`config.mk`:
```
export PLATFORM = sky130hd
export DESIGN_NAME = fault_code_led_blinker_top
export DESIGN_NICKNAME = d
export VERILOG_FILES = /design/src/rtl/core/flb_pkg.sv /design/src/rtl/core/fault_code_led_blinker_top.sv
export SDC_FILE = /design/constraint.sdc
export NUM_CORES = 1
export LEC_CHECK = 0
export BUFFER_PORTS_ARGS = -buffer_cell sky130_fd_sc_hd__clkbuf_2
export CORE_AREA = 2 2 59 61
export DETAILED_ROUTE_END_ITERATION = 8
export DIE_AREA = 0 0 61 63
export PLACE_DENSITY_LB_ADDON = 0.25
export SLEW_MARGIN = 0
export SYNTH_ARGS = -nofsm -noshare
export SYNTH_HDL_FRONTEND = slang
export SYNTH_SLANG_ARGS = --single-unit
```
`constraint.sdc`:
```
create_clock -name clk_i -period 6.4 [get_ports clk_i]
set_clock_uncertainty 0.1 [all_clocks]
set_input_delay 0.96 -clock clk_i [delete_from_list [all_inputs] [get_ports clk_i]]
set_output_delay 0.96 -clock clk_i [all_outputs]
set_load 0.02 [all_outputs]
```
`src/rtl/core/flb_pkg.sv`:
```
// Package: fault-code blink pattern tables, widths and pattern codes.
package flb_pkg;

  localparam int unsigned PatW   = 4;
  localparam int unsigned IdxW   = 3;
  localparam int unsigned CountW = 11;
  localparam int unsigned TDataW = 8;

  localparam logic [PatW-1:0] PatHard    = 4'd0;
  localparam logic [PatW-1:0] PatMemory  = 4'd1;
  localparam logic [PatW-1:0] PatBus     = 4'd2;
  localparam logic [PatW-1:0] PatUsage   = 4'd3;
  localparam logic [PatW-1:0] PatControl = 4'd4;
  localparam logic [PatW-1:0] PatOsc     = 4'd5;
  localparam logic [PatW-1:0] PatClock   = 4'd6;
  localparam logic [PatW-1:0] PatTask    = 4'd7;
  localparam logic [PatW-1:0] PatUart    = 4'd8;
  localparam logic [PatW-1:0] PatQueue   = 4'd9;
  localparam logic [PatW-1:0] PatMalloc  = 4'd10;

  // number of elements in a pattern; unused codes play the hard pattern
  function automatic logic [IdxW-1:0] pat_len(input logic [PatW-1:0] pat);
    logic [IdxW-1:0] len;
    case (pat)
      PatOsc:    len = 3'd5;
      PatClock:  len = 3'd2;
      PatTask:   len = 3'd3;
      PatUart:   len = 3'd4;
      PatQueue:  len = 3'd5;
      PatMalloc: len = 3'd6;
      default:   len = 3'd1;
    endcase
    return len;
  endfunction

  // phase length in ms for one element of one pattern
  function automatic logic [CountW-1:0] elem_dur(input logic [PatW-1:0] pat,
                                                 input logic [IdxW-1:0] idx,
                                                 input logic            off);
    logic [CountW-1:0] on_ms;
    logic [CountW-1:0] off_ms;
    logic              last;
    last   = ((idx + 3'd1) >= pat_len(pat));
    on_ms  = 11'd20;
    off_ms = 11'd20;
    case (pat)
      PatMemory: begin
        on_ms  = 11'd500;
        off_ms = 11'd500;
      end
      PatBus: begin
        on_ms  = 11'd2000;
        off_ms = 11'd2000;
      end
      PatUsage: begin
        on_ms  = 11'd2000;
        off_ms = 11'd200;
      end
      PatControl: begin
        on_ms  = 11'd200;
        off_ms = 11'd2000;
      end
      PatOsc: begin
        on_ms  = 11'd20;
        off_ms = last ? 11'd2000 : 11'd20;
      end
      PatClock, PatTask, PatUart, PatQueue, PatMalloc: begin
        on_ms  = 11'd500;
        off_ms = last ? 11'd2000 : 11'd500;
      end
      default: begin
        on_ms  = 11'd20;
        off_ms = 11'd20;
      end
    endcase
    return off ? off_ms : on_ms;
  endfunction

endpackage

```
`src/rtl/core/fault_code_led_blinker_top.sv`:
```
// Fault-code LED blinker: per-tick pattern sequencer with registered result.
//
// channel  | dir | beat contents
// s_axis   | in  | tdata[0] tick, tdata[7:1] zero
// m_axis   | out | tdata[0] led_on, tdata[7:1] zero; tlast pattern_end
// cfg      | in  | cfg_wdata_i pattern_select, written when cfg_we_i is high
//
// One beat per cycle unless stalled; the output register takes its result.
// Throughput is set by the single output register; s_axis_tready drops only
// while that register holds a beat that m_axis_tready does not take.
// Reset (rst_ni low, async) selects the hard pattern, first element, on phase.
// A config write restarts the pattern at its first element.
module fault_code_led_blinker_top (
  input  logic                       clk_i,
  input  logic                       rst_ni,
  input  logic                       cfg_we_i,
  input  logic [flb_pkg::PatW-1:0]   cfg_wdata_i,   // [3:0] pattern_select
  input  logic                       s_axis_tvalid,
  output logic                       s_axis_tready,
  input  logic [flb_pkg::TDataW-1:0] s_axis_tdata,  // [0] tick, [7:1] pad
  output logic                       m_axis_tvalid,
  input  logic                       m_axis_tready,
  output logic [flb_pkg::TDataW-1:0] m_axis_tdata,  // [0] led_on, [7:1] pad
  output logic                       m_axis_tlast   // pattern_end
);

  logic [flb_pkg::PatW-1:0]   pat_q;
  logic [flb_pkg::IdxW-1:0]   idx_q,   idx_d;
  logic                       off_q,   off_d;
  logic [flb_pkg::CountW-1:0] cnt_q,   cnt_d;
  logic                       ovld_q;
  logic                       led_q,   led_d;
  logic                       end_q,   end_d;

  logic [flb_pkg::IdxW-1:0]   len;
  logic [flb_pkg::IdxW-1:0]   idx_eff;
  logic [flb_pkg::CountW-1:0] dur;
  logic [flb_pkg::CountW-1:0] cnt_inc;
  logic                       beat;
  logic                       tick;

  assign s_axis_tready = !ovld_q || m_axis_tready;
  assign beat          = s_axis_tvalid && s_axis_tready;
  assign tick          = s_axis_tdata[0];

  assign len     = flb_pkg::pat_len(pat_q);
  assign idx_eff = (idx_q >= len) ? '0 : idx_q;
  assign dur     = flb_pkg::elem_dur(pat_q, idx_eff, off_q);
  assign cnt_inc = cnt_q + 11'd1;

  always_comb begin
    idx_d = idx_eff;
    off_d = off_q;
    cnt_d = cnt_q;
    end_d = 1'b0;
    led_d = !off_q;
    if (tick) begin
      cnt_d = cnt_inc;
      if (cnt_inc >= dur) begin
        cnt_d = '0;
        if (!off_q) begin
          off_d = 1'b1;
        end else begin
          off_d = 1'b0;
          if ((idx_eff + 3'd1) >= len) begin
            idx_d = '0;
            end_d = 1'b1;
          end else begin
            idx_d = idx_eff + 3'd1;
          end
        end
      end
    end
  end

  always_ff @(posedge clk_i or negedge rst_ni) begin
    if (!rst_ni) begin
      pat_q <= flb_pkg::PatHard;
      idx_q <= '0;
      off_q <= 1'b0;
      cnt_q <= '0;
    end else if (cfg_we_i) begin
      pat_q <= cfg_wdata_i;
      idx_q <= '0;
      off_q <= 1'b0;
      cnt_q <= '0;
    end else if (beat) begin
      idx_q <= idx_d;
      off_q <= off_d;
      cnt_q <= cnt_d;
    end
  end

  always_ff @(posedge clk_i or negedge rst_ni) begin
    if (!rst_ni) begin
      ovld_q <= 1'b0;
    end else if (beat) begin
      ovld_q <= 1'b1;
    end else if (m_axis_tready) begin
      ovld_q <= 1'b0;
    end
  end

  always_ff @(posedge clk_i) begin
    if (beat) begin
      led_q <= led_d;
      end_q <= end_d;
    end
  end

  assign m_axis_tvalid = ovld_q;
  assign m_axis_tdata  = {{(flb_pkg::TDataW-1){1'b0}}, led_q};
  assign m_axis_tlast  = end_q;

  // a pass ends only at the close of an off phase
  assert property (@(posedge clk_i) disable iff (!rst_ni)
    (m_axis_tvalid && m_axis_tlast) |-> !m_axis_tdata[0])
    else $error("pattern_end with LED lit");

  // counter stays inside the current phase
  assert property (@(posedge clk_i) disable iff (!rst_ni)
    cnt_q < dur)
    else $error("ms counter past phase length");

  // element index stays inside the pattern
  assert property (@(posedge clk_i) disable iff (!rst_ni)
    idx_q < len)
    else $error("element index past pattern length");

  // config write restarts the sequence
  assert property (@(posedge clk_i) disable iff (!rst_ni)
    cfg_we_i |=> (cnt_q == '0) && (idx_q == '0) && !off_q)
    else $error("config write did not restart");

  // held result while stalled
  assert property (@(posedge clk_i) disable iff (!rst_ni)
    (m_axis_tvalid && !m_axis_tready) |=> $stable(end_q) && $stable(led_q))
    else $error("stalled result changed");

endmodule
```
Word-level counts from Yosys, hierarchy flattened
Index checks and enable logic that the tools add are counted.
- $add $sub $neg: 2
- $mul: 0
- divide/modulo/power cells: 0
- $lt $le $gt $ge: 3
- equal/unequal tests: 10
- shifts and indexed selects: 0
- mux-type cells: 25
- bitwise logic cells: 0
- reductions and logical operators: 16
- operator list (cell ; number):
    $mux 11 ; 7
    $pmux 11 s5 ; 1
    $pmux 11 s3 ; 1
    $mux 3 ; 7
    $eq 4x3->1 const B ; 4
    $pmux 3 s5 ; 1
    $eq 4x4->1 const B ; 3
    $add 11x1->11 const B ; 1
    $ge 11x11->1 ; 1
    $eq 4x2->1 const B ; 2
    $mux 1 ; 8
    $reduce_bool 2->1 ; 4
    $ge 3x3->1 ; 2
    $reduce_and 3->1 ; 2
    $reduce_or 2->1 ; 3
    $reduce_or 6->1 ; 1
    $reduce_or 5->1 ; 1
    $eq 4x1->1 const B ; 1
    $add 3x1->3 const B ; 1
    $logic_not 1->1 ; 2
    $reduce_and 2->1 ; 1
    $logic_and 1x1->1 ; 1
    $logic_or 1x1->1 ; 1
- bits in registers: 22
- bits in latches: 0
- memory bits (writable): 0
- ROM bits: 0
- bits of input ports: 17
- output and inout bits: 11
- logic and storage cells: 63
- memories kept: 0

Depth between registers and ports, before layout
- depth in word-level cells: 15
- gate-level depth with buffers: 25
- depth with buffers taken out: 23

Least setup slack after synthesis
No wires, ideal clock.
- path type: reg2reg
- start: register pat_q[2] (netlist bit)
- end: register idx_q[2] (netlist bit)
- library setup time: 0.082 ns
- arrival: 5.068 ns
- required time: 6.218 ns
- slack: 1.150 ns
- stages on the path, launching flop included: 25
- path buffers: 1
- clock period less this slack: 5.250 ns
- path through: dfrtp_1 -> clkbuf_1 -> inv_1 -> nor2_1 -> nand2_1 -> a21oi_1 -> nor2_1 -> ha_1 -> a21o_1 -> a31oi_1 -> and2_1 -> ha_1 -> xnor2_1 -> ha_1 -> nand2_1 -> o21ai_1 -> nand2_1 -> a31oi_1 -> o22ai_1 -> ha_1 -> nand4_1 -> o221ai_2 -> a21oi_2 -> or4b_1 -> a31oi_1
- word-level cells in the longest chain between the ends: 15
- elaborated cells on any way between the ends: 32
- those cells by class: 1 x add/sub; 3 x order compare; 10 x eq/ne; 13 x mux; 5 x reduce/logical
- ends and longest elaborated chain (element ; line ; source):
    start, declared ; fault_code_led_blinker_top.sv:27 ; logic [flb_pkg::PatW-1:0] pat_q;
    start signal, assigned ; fault_code_led_blinker_top.sv:78 ; pat_q <= flb_pkg::PatHard;
    start signal, assigned ; fault_code_led_blinker_top.sv:83 ; pat_q <= cfg_wdata_i;
    $eq 4x4->1 / $eq 4x3->1 (equally long branches) ; flb_pkg.sv:24, flb_pkg.sv:46 ;
    $reduce_or 2->1 (no line) ; - ;
    $pmux 3 s5 ; flb_pkg.sv:24 ; case (pat)
    $ge 3x3->1 ; fault_code_led_blinker_top.sv:47 ; assign idx_eff = (idx_q >= len) ? '0 : idx_q;
    $mux 3 ; fault_code_led_blinker_top.sv:47 ;
    $add 3x1->3 ; flb_pkg.sv:43, fault_code_led_blinker_top.sv:65, fault_code_led_blinker_top.sv:69 ;
    $ge 3x3->1 ; flb_pkg.sv:43, fault_code_led_blinker_top.sv:65 ;
    $mux 11 (on tied branches) ; flb_pkg.sv:69, flb_pkg.sv:65 ;
    $pmux 11 s5 ; flb_pkg.sv:46 ; case (pat)
    $mux 11 ; flb_pkg.sv:76 ; return off ? off_ms : on_ms;
    $ge 11x11->1 ; fault_code_led_blinker_top.sv:59 ; if (cnt_inc >= dur) begin
    $mux 3 ; fault_code_led_blinker_top.sv:59 ;
    $mux 3 (*) ; fault_code_led_blinker_top.sv:57 ; if (tick) begin
    $mux 3 (*) ; fault_code_led_blinker_top.sv:87 ; end else if (beat) begin
    $mux 3 (*) ; fault_code_led_blinker_top.sv:82 ; end else if (cfg_we_i) begin
    end signal, assigned ; fault_code_led_blinker_top.sv:88 ; idx_q <= idx_d;
    end, declared ; fault_code_led_blinker_top.sv:28 ; logic [flb_pkg::IdxW-1:0] idx_q, idx_d;
Every way passes the cells marked *; elsewhere a longest branch is shown, timed or not. The select of a mux whose other input is x is not followed.
A chain may end at the register's enable or synchronous reset.

Worst setup path after layout
Ends and elaborated chain as after synthesis.

==> run_results.csv <==
group,metric,value,unit
clocking,post_cts_buffers,0,
timing,min_period,5772,ps
power_and_ir_drop,p_per_area,169.7,nW/µm²
timing,finalHoldViolations,0,
layout,synthToLayoutAreaGrowth,6.184,%
die,initial_utilization,0.5509,
critical_path,crit_top_cell,"ha_1",
global_route,gr-total-overflow,0,
synth,synthesis.area,1780,µm²
timing,slew_violations,0,
clocking,clockRootBuffer,"clkbuf_4",
flow_run,drv_cap,0,
timing,fin_crit_sh,0.9019,
clocking,clkTransAtPathRegs,140,ps
synth,synthCells,203,
synth,ys_ff_latch,22,
timing,setup_violations,0,
layout,nets,246,
power_and_ir_drop,power,320.8,µW
critical_path,cp_data_required_time,6540,ps
synth,synthArstFlopShare,0.9091,
drt,antenna_left,0,
die,fp.dieW,61,µm
layout,drive_gt1_frac,0.1374,
synth,syn_area_per_cell,8.771,µm²
synth,synth_ff_type,"dfrtp_1",
critical_path,reg2reg_depth,23,
drt,via_count,1532,
min_path,hold_depth,1,
drt,drt_iter0_drc,94,
critical_path,path_cells,"inv_1 > nor2_1 > nand2_1 > a21oi_1 > nor2_1 > ha_1 > a21o_1 > a31oi_1 > and2_1 > ha_1 > xnor2_1 > ha_1 > a21oi_1 > o21ai_1 > buf_4 > a311oi_1 > a31oi_1 > ha_1 > nand4_1 > o221ai_2 > a21oi_2 > or4b_1 > a31oi_1",
layout,fillCellCount,319,
clocking,cts_sinks,22,
clocking,cts_tree,"yes",
critical_path,worstPathArrival,5910,ps
global_route,grt_pass1_wl,6.389,mm
timing,finalSetupTns,0,ps
synth,ys_seq_area_frac,0.3148,
drt,viasPerCell,5.961,
global_route,first_global_vias,1376,
die,dieArea,3843,µm²
timing,rsz0062_at_grt,"false",
drt,drc,0,
die,rows,21,
critical_path,crit_fanout,10,
drt,drt_wl_total,3.696,mm
min_path,hp-class,"flip-flop to flip-flop",
clocking,ctsHoldBuffers,0,
synth,synth.distinct_cells,46,
timing,worstMarginPinSlew,718.8,ps
drt,drt_pre_antenna_iters,4,
global_route,antenna_found_initial,0,
global_route,grtUsageTotal,0.2133,
timing,clock.fmax,173.2,MHz
synth,ys_warn_count,0,
global_route,grt_max_degree,21,
power_and_ir_drop,leakagePower,0.0008592,µW
critical_path,endpoint_kind,"flip-flop",
critical_path,cp_num_buf_inv,2,
critical_path,cp_slowest_cell,"dfrtp_1",
clocking,insertion_delay,310,ps
critical_path,path_class,"flip-flop to flip-flop",
die,io_pins,28,
synth,synth_edf_count,2,
die,die_h,63,µm
critical_path,critPathTopFamily,"compound AO/OA/AOI/OAI gates",
outcome,status,"complete, no violations",
placed_design,place_hpwl,2.815,mm
clocking,post_cts_resize_count,0,
placed_design,place.port_buffers,13,
drt,wl_per_cell,14.38,µm
layout,n_antenna_cell,0,
power_and_ir_drop,ir_drop,0.09367,mV
clocking,htree_num_levels,1,
critical_path,cp-start-kind,"flip-flop",
timing,slew_headroom,0.5208,
critical_path,cp.depth,23,
critical_path,cpPeakStageDelay,530,ps
placed_design,globalplace.congestion,0.8141,
clocking,clockBufferDepth,2,
die,core,3232,µm²
clocking,cts_buffers,3,
metal layers:
| layer | up-vias | share of wire | wire, µm | global-route usage |
|---|---|---|---|---|
| met1 | 741 | 0.45 | 1664 | 0.3039 |
| met2 | 38 | 0.50 | 1842 | 0.3441 |
| met5 | - | 0 | 0 | 0 |
| met3 | 4 | 0.041 | 151 | 0.02899 |
| li1 | 749 | - | - | - |
| met4 | 0 | 0.010 | 38 | 0.03804 |
sequential cells by signal, indices dropped and copies added (netlist names):
| register | cells |
|---|---|
| m_axis_tvalid | 1 |
| idx_q | 3 |
| pat_q | 4 |
| m_axis_tlast | 1 |
| off_q | 1 |
| cnt_q | 11 |
| led_q | 1 |
power breakdown:
group | internal, µW | switching, µW | total (µW) | leakage [µW]
Sequential | 144 | 10.1 | 155 | 0.000284
Combinational | 26.5 | 43.9 | 70.5 | 0.000549
Clock | 47.6 | 48.1 | 95.8 | 0.0000261
cells in the mapped netlist (all sizes together) (4+ instances only):
master	instances	share of area
a21oi	15	0.044
a22o	7	0.034
a31oi	8	0.028
buf	9	0.038
clkbuf	8	0.017
dfrtp	20	0.28
ha	17	0.12
inv	8	0.017
mux2	4	0.025
nand2	20	0.042
nand2b	5	0.018
nand3	10	0.028
nor2	8	0.017
o21ai	14	0.039
xnor2	6	0.030
xor2	4	0.020
cell type report:
type                            count  area, µm²  area share
Timing Repair Buffer               15      80.08     0.04236
Sequential cell                    22      560.5      0.2965
Inverter                            8      30.03     0.01588
Multi-Input combinational cell    162       1115      0.5897
Clock buffer                        4      47.55     0.02515
Tap cell                           46      57.56     0.03044
cell families (layout without fill, tap and decap cells):
logic type                 Yosys count  in the layout  synth area share
DFF                                 22             22            0.3148
buffers and inverters               25             27           0.07168
AOI/OAI and AO/OA                   61             61            0.2361
other                                1              7          0.002106
and+or+nand+nor                     63             63            0.1813
adders and majority gates           17             17            0.1195
muxes                                4              4           0.02530
xor gates and xnor gates            10             10           0.04919
cells in the final DEF, fill, tap and decap left out, types with 2 or more instances in the layout:
master,count
a211oi_1,3
o2111ai_1,2
clkbuf_2,13
nor2_1,8
inv_1,8
mux2_2,4
nand3_1,10
o21bai_1,2
clkbuf_4,3
a31oi_1,8
a22o_1,7
conb_1,7
nand4_1,2
nor2b_1,2
and3_1,2
buf_4,2
nand2b_1,5
and2_1,2
dfrtp_1,20
xor2_1,4
o21ai_0,13
a21oi_1,14
nor3_1,3
edfxtp_1,2
a21o_1,2
ha_1,17
nand2_1,20
xnor2_1,6
stage by stage:
stage	cell area, µm²	setup WS [ps]	hold slack [ps]	instances	utilization
floorplan	1803	1150	393.8	209	-
global placement	1843	877.7	414.0	253	0.5703
detailed placement	1843	711.0	417.7	253	0.5703
CTS	1891	657.2	454.6	257	0.5850
global route	1891	130.2	477.7	257	0.5850
finish	1891	627.7	448.5	257	0.5850
final timing paths:
kind	start	endpoint	slack [ps]
max in group asynchronous	rst_ni	idx_q[0]$_DFFE_PN0P_	5370
worst max-delay path	pat_q[2]$_DFFE_PN0P_	idx_q[2]$_DFFE_PN0P_	630
min in group asynchronous	rst_ni	cnt_q[8]$_DFFE_PN0P_	490
worst min-delay path	cnt_q[10]$_DFFE_PN0P_	cnt_q[10]$_DFFE_PN0P_	450
worst min register to register	cnt_q[10]$_DFFE_PN0P_	cnt_q[10]$_DFFE_PN0P_	450
worst max register to register	pat_q[2]$_DFFE_PN0P_	idx_q[2]$_DFFE_PN0P_	630
worst reg2reg max path: stages, from the launching register on:
cell and delay, ps:
dfrtp_1 530, inv_1 200, nor2_1 320, nand2_1 90, a21oi_1 150, nor2_1 90, ha_1 290, a21o_1 180
a31oi_1 440, and2_1 260, ha_1 230, xnor2_1 140, ha_1 270, a21oi_1 130, o21ai_1 100, buf_4 180
a311oi_1 300, a31oi_1 90, ha_1 330, nand4_1 120, o221ai_2 300, a21oi_2 170, or4b_1 530, a31oi_1 180
Note: power is estimated with default switching activity, not from simulation.
